<file path="config.mk">
export PLATFORM = sky130hd
export DESIGN_NAME = block_cache_tag_lru_unit
export DESIGN_NICKNAME = d
export VERILOG_FILES = /design/src/rtl/core/bctl_pkg.sv /design/src/rtl/core/bctl_tag_ram.sv /design/src/rtl/core/bctl_ctrl.sv /design/src/rtl/core/block_cache_tag_lru_unit.sv
export SDC_FILE = /design/constraint.sdc
export NUM_CORES = 2
export LEC_CHECK = 0
export BUFFER_PORTS_ARGS = -buffer_cell sky130_fd_sc_hd__buf_2
export CELL_PAD_IN_SITES_DETAIL_PLACEMENT = 2
export CELL_PAD_IN_SITES_GLOBAL_PLACEMENT = 2
export CORE_UTILIZATION = 50
export CTS_CLUSTER_SIZE = 30
export DETAILED_ROUTE_END_ITERATION = 16
export PLACE_DENSITY_LB_ADDON = 0.12
export SETUP_SLACK_MARGIN = 0.02
export SYNTH_ARGS = -nofsm -noshare
export SYNTH_HDL_FRONTEND = slang
export SYNTH_HIERARCHICAL = 1
export SYNTH_SLANG_ARGS = --single-unit
</file>
<file path="constraint.sdc">
create_clock -name clk -period 14 [get_ports clk]
set_clock_uncertainty 0.2 [all_clocks]
set_input_delay 1.4 -clock clk [delete_from_list [all_inputs] [get_ports clk]]
set_output_delay 1.4 -clock clk [all_outputs]
set_load 0.01 [all_outputs]
</file>
<file path="src/rtl/core/bctl_pkg.sv">
// Shared types and constants of the block cache tag and LRU engine.
// No dependencies; imported by bctl_ctrl and block_cache_tag_lru_unit.
package bctl_pkg;

  localparam int OP_W    = 2;
  localparam int STORE_W = 4;
  localparam int SLOT_W  = 4;
  localparam int AGE_W   = 64;

  typedef enum logic [OP_W-1:0] {
    OP_LOOKUP     = 2'd0,
    OP_INSTALL    = 2'd1,
    OP_INV_SECTOR = 2'd2,
    OP_INV_DEVICE = 2'd3
  } op_t;

  typedef enum logic [3:0] {
    ST_IDLE  = 4'b0001,
    ST_SCAN  = 4'b0010,
    ST_WRITE = 4'b0100,
    ST_RESP  = 4'b1000
  } state_t;

  typedef struct packed {
    logic              hit;
    logic [SLOT_W-1:0] slot;
  } result_t;

endpackage

</file>
<file path="src/rtl/core/bctl_tag_ram.sv">
// Tag and age memory: one write port, one read port, registered read data.
// Standalone; used by block_cache_tag_lru_unit.
module bctl_tag_ram #(
  parameter int DEPTH  = 16,
  parameter int WIDTH  = 124,
  parameter int ADDR_W = 4
) (
  input  logic              clk,
  input  logic              we,
  input  logic [ADDR_W-1:0] waddr,
  input  logic [WIDTH-1:0]  wdata,
  input  logic              re,
  input  logic [ADDR_W-1:0] raddr,
  output logic [WIDTH-1:0]  rdata
);

  logic [WIDTH-1:0] mem_r [DEPTH];
  logic [WIDTH-1:0] rdata_r;

  always_ff @(posedge clk) begin
    if (we) begin
      mem_r[waddr] <= wdata;
    end
    if (re) begin
      rdata_r <= mem_r[raddr];
    end
  end

  assign rdata = rdata_r;

endmodule

</file>
<file path="src/rtl/core/bctl_ctrl.sv">
// Request sequencer: scans the tag memory one entry per cycle, tracks match,
// first free slot and oldest entry, then writes back. Uses bctl_pkg.
module bctl_ctrl #(
  parameter int ENTRIES     = 16,
  parameter int SECTOR_BITS = 48,
  parameter int DEVICE_BITS = 8,
  parameter int IDX_W       = 4,
  parameter int WORD_W      = 124
) (
  input  logic                          clk,
  input  logic                          rst_n,
  input  logic                          req_valid,
  output logic                          req_ready,
  input  bctl_pkg::op_t                 req_op,
  input  logic [bctl_pkg::STORE_W-1:0]  req_store,
  input  logic [DEVICE_BITS-1:0]        req_device,
  input  logic [SECTOR_BITS-1:0]        req_sector,
  output logic                          res_valid,
  input  logic                          res_ready,
  output bctl_pkg::result_t             res,
  output logic                          mem_we,
  output logic [IDX_W-1:0]              mem_waddr,
  output logic [WORD_W-1:0]             mem_wdata,
  output logic                          mem_re,
  output logic [IDX_W-1:0]              mem_raddr,
  input  logic [WORD_W-1:0]             mem_rdata
);

  import bctl_pkg::*;

  localparam int CNT_W = $clog2(ENTRIES + 1);
  localparam int DEV_LSB = STORE_W;
  localparam int SEC_LSB = STORE_W + DEVICE_BITS;
  localparam int AGE_LSB = STORE_W + DEVICE_BITS + SECTOR_BITS;

  state_t                 state_r, state_nxt;
  op_t                    op_r;
  logic [STORE_W-1:0]     store_r;
  logic [DEVICE_BITS-1:0] dev_r;
  logic [SECTOR_BITS-1:0] sec_r;
  logic [CNT_W-1:0]       cnt_r;
  logic                   p_vld_r;
  logic [IDX_W-1:0]       p_idx_r;
  logic                   p_ent_vld_r;
  logic [ENTRIES-1:0]     valid_r;
  logic                   found_r;
  logic [IDX_W-1:0]       match_idx_r;
  logic                   inv_found_r;
  logic [IDX_W-1:0]       inv_idx_r;
  logic [IDX_W-1:0]       min_idx_r;
  logic [AGE_W-1:0]       min_age_r;
  logic [AGE_W-1:0]       clock_r;
  result_t                res_r;

  logic [STORE_W-1:0]     rd_store;
  logic [DEVICE_BITS-1:0] rd_dev;
  logic [SECTOR_BITS-1:0] rd_sec;
  logic [AGE_W-1:0]       rd_age;
  logic                   tag_eq;
  logic                   full_eq;
  logic                   hit_now;
  logic                   scan_last;
  logic                   issue;
  logic [AGE_W-1:0]       clock_inc;
  logic [IDX_W-1:0]       victim;
  logic [IDX_W-1:0]       res_idx;

  assign rd_store = mem_rdata[STORE_W-1:0];
  assign rd_dev   = mem_rdata[DEV_LSB +: DEVICE_BITS];
  assign rd_sec   = mem_rdata[SEC_LSB +: SECTOR_BITS];
  assign rd_age   = mem_rdata[AGE_LSB +: AGE_W];

  assign tag_eq  = (rd_store == store_r) && (rd_dev == dev_r);
  assign full_eq = tag_eq && (rd_sec == sec_r);
  assign hit_now = p_vld_r && p_ent_vld_r &&
                   ((op_r == OP_INV_DEVICE) ? tag_eq : full_eq);

  assign scan_last = (cnt_r == CNT_W'(ENTRIES));
  assign issue     = (state_r == ST_SCAN) && !scan_last;
  assign mem_re    = issue;
  assign mem_raddr = cnt_r[IDX_W-1:0];

  assign clock_inc = clock_r + AGE_W'(1);
  assign victim    = found_r ? match_idx_r : (inv_found_r ? inv_idx_r : min_idx_r);
  assign res_idx   = (op_r == OP_INSTALL) ? victim :
                     ((op_r == OP_INV_DEVICE) ? '0 : match_idx_r);

  always_comb begin
    mem_we    = 1'b0;
    mem_waddr = match_idx_r;
    mem_wdata = {clock_inc, sec_r, dev_r, store_r};
    if (state_r == ST_WRITE) begin
      case (op_r)
        OP_LOOKUP: mem_we = found_r;
        OP_INSTALL: begin
          mem_we    = 1'b1;
          mem_waddr = victim;
        end
        default: mem_we = 1'b0;
      endcase
    end
  end

  always_comb begin
    state_nxt = state_r;
    unique case (state_r)
      ST_IDLE:  if (req_valid) state_nxt = ST_SCAN;
      ST_SCAN:  if (scan_last) state_nxt = ST_WRITE;
      ST_WRITE: state_nxt = ST_RESP;
      ST_RESP:  if (res_ready) state_nxt = ST_IDLE;
      default:  state_nxt = ST_IDLE;
    endcase
  end

  always_ff @(posedge clk) begin
    if (!rst_n) begin
      state_r <= ST_IDLE;
      valid_r <= '0;
      clock_r <= '0;
      p_vld_r <= 1'b0;
    end else begin
      state_r <= state_nxt;
      unique case (state_r)
        ST_IDLE: begin
          if (req_valid) begin
            op_r        <= req_op;
            store_r     <= req_store;
            dev_r       <= req_device;
            sec_r       <= req_sector;
            cnt_r       <= '0;
            p_vld_r     <= 1'b0;
            found_r     <= 1'b0;
            match_idx_r <= '0;
            inv_found_r <= 1'b0;
          end
        end
        ST_SCAN: begin
          p_vld_r     <= issue;
          p_idx_r     <= mem_raddr;
          p_ent_vld_r <= issue && valid_r[mem_raddr];
          if (issue) begin
            cnt_r <= cnt_r + CNT_W'(1);
          end
          if (hit_now) begin
            if (!found_r) begin
              match_idx_r <= p_idx_r;
            end
            found_r <= 1'b1;
            if (op_r == OP_INV_DEVICE) begin
              valid_r[p_idx_r] <= 1'b0;
            end
          end
          if (p_vld_r && !p_ent_vld_r && !inv_found_r) begin
            inv_found_r <= 1'b1;
            inv_idx_r   <= p_idx_r;
          end
          if (p_vld_r && p_ent_vld_r && ((p_idx_r == '0) || (rd_age < min_age_r))) begin
            min_idx_r <= p_idx_r;
            min_age_r <= rd_age;
          end
        end
        ST_WRITE: begin
          p_vld_r <= 1'b0;
          res_r.hit  <= found_r;
          res_r.slot <= SLOT_W'(res_idx);
          case (op_r)
            OP_LOOKUP: begin
              if (found_r) begin
                clock_r <= clock_inc;
              end
            end
            OP_INSTALL: begin
              valid_r[victim] <= 1'b1;
              clock_r         <= clock_inc;
            end
            OP_INV_SECTOR: begin
              if (found_r) begin
                valid_r[match_idx_r] <= 1'b0;
              end
            end
            default: ;
          endcase
        end
        ST_RESP: ;
        default: ;
      endcase
    end
  end

  assign req_ready = (state_r == ST_IDLE);
  assign res_valid = (state_r == ST_RESP);
  assign res       = res_r;

endmodule

</file>
<file path="src/rtl/core/block_cache_tag_lru_unit.sv">
// Top level of the block cache tag and LRU engine. A request is accepted in the
// idle state, then passes through a scan state that reads the tag memory once
// per entry and drains the read pipeline, a write-back state and a result state,
// which loads the result into the output register. A new request is accepted
// only once the result has left the result state and the block is idle again.
// A full output register stalls the result state. Synchronous active-low reset
// clears all valid bits and the use counter. Uses bctl_pkg, bctl_ctrl and bctl_tag_ram.
module block_cache_tag_lru_unit #(
  parameter int ENTRIES     = 16,
  parameter int SECTOR_BITS = 48,
  parameter int DEVICE_BITS = 8,
  localparam int IN_W  = ((bctl_pkg::OP_W + bctl_pkg::STORE_W + DEVICE_BITS
                           + SECTOR_BITS + 7) / 8) * 8,
  localparam int OUT_W = ((1 + bctl_pkg::SLOT_W + 7) / 8) * 8
) (
  input  logic             clk,
  input  logic             rst_n,
  input  logic             in_tvalid,
  output logic             in_tready,
  // operation, store_id, device_number, sector_number, zero pad
  input  logic [IN_W-1:0]  in_tdata,
  output logic             out_tvalid,
  input  logic             out_tready,
  // hit, slot, zero pad
  output logic [OUT_W-1:0] out_tdata
);

  import bctl_pkg::*;

  localparam int IDX_W   = (ENTRIES > 1) ? $clog2(ENTRIES) : 1;
  localparam int WORD_W  = STORE_W + DEVICE_BITS + SECTOR_BITS + AGE_W;
  localparam int ST_LSB  = OP_W;
  localparam int DEV_LSB = OP_W + STORE_W;
  localparam int SEC_LSB = OP_W + STORE_W + DEVICE_BITS;

  op_t                    req_op;
  logic [STORE_W-1:0]     req_store;
  logic [DEVICE_BITS-1:0] req_device;
  logic [SECTOR_BITS-1:0] req_sector;
  logic                   res_valid;
  logic                   res_ready;
  result_t                res;
  logic                   mem_we;
  logic [IDX_W-1:0]       mem_waddr;
  logic [WORD_W-1:0]      mem_wdata;
  logic                   mem_re;
  logic [IDX_W-1:0]       mem_raddr;
  logic [WORD_W-1:0]      mem_rdata;
  logic                   out_tvalid_r;
  logic [OUT_W-1:0]       out_tdata_r;

  assign req_op     = op_t'(in_tdata[OP_W-1:0]);
  assign req_store  = in_tdata[ST_LSB +: STORE_W];
  assign req_device = in_tdata[DEV_LSB +: DEVICE_BITS];
  assign req_sector = in_tdata[SEC_LSB +: SECTOR_BITS];

  bctl_ctrl #(
    .ENTRIES     (ENTRIES),
    .SECTOR_BITS (SECTOR_BITS),
    .DEVICE_BITS (DEVICE_BITS),
    .IDX_W       (IDX_W),
    .WORD_W      (WORD_W)
  ) u_ctrl (
    .clk        (clk),
    .rst_n      (rst_n),
    .req_valid  (in_tvalid),
    .req_ready  (in_tready),
    .req_op     (req_op),
    .req_store  (req_store),
    .req_device (req_device),
    .req_sector (req_sector),
    .res_valid  (res_valid),
    .res_ready  (res_ready),
    .res        (res),
    .mem_we     (mem_we),
    .mem_waddr  (mem_waddr),
    .mem_wdata  (mem_wdata),
    .mem_re     (mem_re),
    .mem_raddr  (mem_raddr),
    .mem_rdata  (mem_rdata)
  );

  bctl_tag_ram #(
    .DEPTH  (ENTRIES),
    .WIDTH  (WORD_W),
    .ADDR_W (IDX_W)
  ) u_tag_ram (
    .clk   (clk),
    .we    (mem_we),
    .waddr (mem_waddr),
    .wdata (mem_wdata),
    .re    (mem_re),
    .raddr (mem_raddr),
    .rdata (mem_rdata)
  );

  assign res_ready = !out_tvalid_r || out_tready;

  always_ff @(posedge clk) begin
    if (!rst_n) begin
      out_tvalid_r <= 1'b0;
    end else if (res_valid && res_ready) begin
      out_tvalid_r <= 1'b1;
      out_tdata_r  <= OUT_W'({res.slot, res.hit});
    end else if (out_tready) begin
      out_tvalid_r <= 1'b0;
    end
  end

  assign out_tvalid = out_tvalid_r;
  assign out_tdata  = out_tdata_r;

endmodule
</file>
==> impl_metrics.json, run 1 <==
{
  "die_h_um": 428,
  "io_buffers": 72,
  "hpwl_mm": 161,
  "stop_error": "[ERROR DPL-0033] detailed placement checks failed during check placement.",
  "ctsHoldBuffers": 0,
  "cts_setup_buffers": 0,
  "status": "stopped before the end",
  "num_rows": 155,
  "cts_buffer_depth": 3,
  "die_w_um": 428,
  "ys.flop_type": "edfxtp_1",
  "yosys_register_bits": 2354,
  "synth-edff-count": 2268,
  "gp_congestion": 0.759,
  "htreeDepth": 4,
  "netlist_area_um2": 90800,
  "cts_buffers": 236,
  "post_cts_resized": 0,
  "seq_area_frac_synth_pct": 76.9,
  "initial_utilization_pct": 50.6,
  "synth_cells": 4400,
  "lastStage": "4_1_cts",
  "cts_num_sinks": 2354,
  "yosysWarningCount": 6,
  "netlist-cell-type-count": 70,
  "cts-root-buf": "clkbuf_16",
  "ios": 78,
  "postSynthAreaPerCell_um2": 20.6,
  "synthArstFlopShare_pct": 0
}
-- logic make-up after synthesis --
| group | share of synthesized area (%) |
|---|---|
| AOI/OAI and AO/OA | 2.95 |
| DFF | 76.9 |
| buffers and inverters | 1.48 |
| other | 0.00413 |
| and+or+nand+nor | 3.37 |
| adders and majority gates | 0.910 |
| xor gates and xnor gates | 1.68 |
| muxes | 12.7 |
-- cells in the mapped netlist (all sizes together) (16+ instances only) --
library cell	instances	area, µm²
a22oi	255	1910
nand2b	16	108
nand3	42	233
a21oi	28	140
and2	62	388
or3	16	101
dfxtp	86	1720
mux2i	21	210
o21ai	44	220
buf	112	677
clkbuf	100	377
nand4	45	288
and3	19	119
nor2	77	289
mux4	501	11300
edfxtp	2268	68100
ha	66	826
nor3	35	186
inv	77	289
xnor2	117	1020
nand2	253	950
xor2	57	499
-- stage by stage --
stage	worst slack, ns	util (%)	std cells	area, µm²	hold WS (ns)
after detailed placement	6.84	52.4	6705	94000	0.220
after global placement	7.34	52.4	6705	94000	0.222
after floorplan	2.61	-	4402	90800	0.200
==> run 2: changes to the inputs <==
- CELL_PAD_IN_SITES_DETAIL_PLACEMENT: 2 -> not set
- CELL_PAD_IN_SITES_GLOBAL_PLACEMENT: 2 -> not set
- CORE_UTILIZATION: 50 -> 40
- CTS_CLUSTER_SIZE: 30 -> not set
- PLACE_DENSITY_LB_ADDON: 0.12 -> 0.15
- SETUP_SLACK_MARGIN: 0.02 -> not set
==> run 2 against run 1 <==
  * The flow now finishes without violations
  * Synthesized cell count is the same
  * Area after synthesis is the same
==> impl_metrics.json, run 2 <==
{
  "status": "completed",
  "synth-edff-count": 2268,
  "die_w_um": 478,
  "finalSetupTns_ns": 0,
  "critical_path_peak_fanout": 44,
  "hold_path.startpoint": "u_ctrl/res[2]",
  "grt_max_degree": 124,
  "initial_utilization_pct": 40.3,
  "first_global_vias": 44700,
  "routedWlPerCell_um": 27.3,
  "synth_cells": 4400,
  "die_h_um": 478,
  "antenna_left": 0,
  "grt_usage_pct": 18.7,
  "min_period_over_period_pct": 42.0,
  "maxSlewViolCount": 0,
  "num_rows": 174,
  "hpwl_mm": 104,
  "max_freq_ghz": 0.170,
  "htreeDepth": 4,
  "p_clk_share_pct": 42.9,
  "pwr_density_cell_nw_per_um2": 138,
  "crit_buf_inv": 3,
  "dr.pass1.iters": 5,
  "layout-drive-gt1-share_pct": 21.8,
  "grt-ovfl-total": 0,
  "clk_pin_slew_ns": 0.06,
  "cts-root-buf": "clkbuf_16",
  "fill_cells": 19100,
  "vias": 43000,
  "crit_required_ns": 14.28,
  "hold_violations": 0,
  "antenna_found_initial": 3,
  "yosysWarningCount": 6,
  "netlist-cell-type-count": 70,
  "cts_setup_buffers": 0,
  "timing.rr.start": "u_ctrl/state_r[3]",
  "path_class": "reg -> reg",
  "rsz0062_at_grt": "false",
  "min_path_type": "reg -> reg",
  "seq_area_frac_synth_pct": 76.9,
  "slew_headroom_pct": 14.1,
  "path_cells": "or4b_1, nor2_1, nand2_1, o21ai_0, nand3_1, nor2_4, buf_4, buf_4, buf_4",
  "layout_common_cells": "edfxtp_1 (2268), mux4_2 (501), a22oi_1 (255), nand2_1 (253), clkbuf_16 (238)",
  "grt_pass1_wl_mm": 312,
  "netlist_area_um2": 90800,
  "gp_congestion": 0.734,
  "via_per_inst": 5.52,
  "core-area_um2": 225000,
  "final_common_cell": "edfxtp_1",
  "cts_buffers": 236,
  "crit_start": "u_ctrl/state_r[3]",
  "drt_iter0_markers": 3457,
  "io_buffers": 72,
  "nNetsFinal": 4746,
  "worst_setup_path_start_kind": "flop",
  "cts_tree": "done",
  "post_cts_resized": 0,
  "finalWorstSetupSlack_ns": 8.12,
  "synth_top_cell_area_share_pct": 75.0,
  "worst_path_dominant_cell_family": "buffers and inverters",
  "p_leak_nw": 34.8,
  "drt_wl_total_mm": 213,
  "swShare_pct": 20.6,
  "top_register": "u_tag_ram/mem_r",
  "post-place-ws_ns": 8.09,
  "worstSkewPairLatency_ns": 0.89,
  "synthArstFlopShare_pct": 0,
  "postSynthAreaPerCell_um2": 20.6,
  "critPathMostFrequentCell": "buf_4",
  "slowest_stage": "buf_4",
  "worstPathArrival_ns": 6.16,
  "ios": 78,
  "p_switching_w": 0.00291,
  "ir_drop_mv": 0.146,
  "setup_viol_count_final": 0,
  "cts_num_sinks": 2354,
  "comb_power_share_pct": 2.5,
  "seq_power_share_pct": 54.6,
  "slowest_delay_ns": 0.87,
  "ys_top_cells_by_area": "edfxtp_1 (75%), mux4_2 (12%), a22oi_1 (2.1%), dfxtp_1 (1.9%), xnor2_1 (1.1%)",
  "stdcell_count": 7793,
  "synth_most_common_cell": "edfxtp_1",
  "synth_area_leader_cell": "edfxtp_1",
  "dp_cells": 7366,
  "cp-end-kind": "flop",
  "ctsHoldBuffers": 0,
  "min_period_ns": 5.88,
  "area_growth_pct": 12.8,
  "cap_violations": 0,
  "worst_slew_pin_slew_ns": 1.28,
  "internal_power_w": 0.0112,
  "drc": 0,
  "ys.flop_type": "edfxtp_1",
  "die-area_um2": 229000,
  "largest_reg_flops": 1984,
  "yosys_register_bits": 2354,
  "ys_top_cells_by_count": "edfxtp_1 (2268), mux4_2 (501), a22oi_1 (255), nand2_1 (253), xnor2_1 (117)",
  "cts_buffer_depth": 3
}
-- run 2: cell counts after synthesis --
Identical to the previous run, type by type.
-- run 2: final timing paths --
kind / endpoint / slack, ns / cells after the start
setup reg to reg: u_tag_ram/mem_r[14][24] / 8.12 / 9
hold reg to reg: out_tdata[3] / 0.24 / 0
setup / recovery: u_tag_ram/mem_r[14][24] / 8.12 / 9
hold / removal: out_tdata[3] / 0.24 / 0
-- run 2: area by class of cell --
class	instances	area, µm²	share of cell area, %
clock buffers	282	6120	5.98
well taps	2992	3740	3.66
inverters	78	300	0.293
flip-flops and latches	2354	69800	68.2
repair buffers	184	1320	1.29
clock inverters	142	1280	1.25
diodes	3	7.51	0.00733
multi-input cells	1758	19800	19.3
-- run 2: routing by layer --
metal	part of all wire, %	global-route usage, %	routed length [µm]	vias to the layer above
li1	-	-	-	18500
met1	45	26.5	96000	23300
met2	49	30.5	104000	922
met3	4.2	2.73	9000	284
met4	1.9	4.55	4140	2
met5	0.0061	0	13	-
-- run 2: kinds of logic (layout without fill, tap and decap cells) --
family	after synthesis	count (layout)	share of synthesized area (%)
xor gates and xnor gates	174	174	1.68
other	1	6	0.00413
and+or+nand+nor	614	614	3.37
DFF	2354	2354	76.9
buffers and inverters	290	686	1.48
adders and majority gates	66	66	0.910
AOI/OAI and AO/OA	379	379	2.95
muxes	522	522	12.7
-- run 2: through the flow --
stage                     total power (W)  area (µm²)  utilization (%)  hold WS [ns]
after global routing               0.0146      102000             45.5         0.249
after floorplan                   0.00812       90800                -         0.200
after CTS                          0.0143      102000             45.5         0.241
after detailed placement          0.00825       94900             42.2         0.228
final                              0.0142      102000             45.5         0.236
after global placement            0.00825       94900             42.2         0.226
-- run 2: power groups by stage --
stage | logic [W] | registers [W] | clock network (W)
after detailed placement | 0.000371 | 0.00788 | 0
after floorplan | 0.000257 | 0.00786 | 0
after global placement | 0.000371 | 0.00788 | 0
after CTS | 0.000371 | 0.00773 | 0.00623
after global routing | 0.000390 | 0.00773 | 0.00650
final | 0.000361 | 0.00773 | 0.00607
Note: power is estimated with default switching activity, not from simulation.
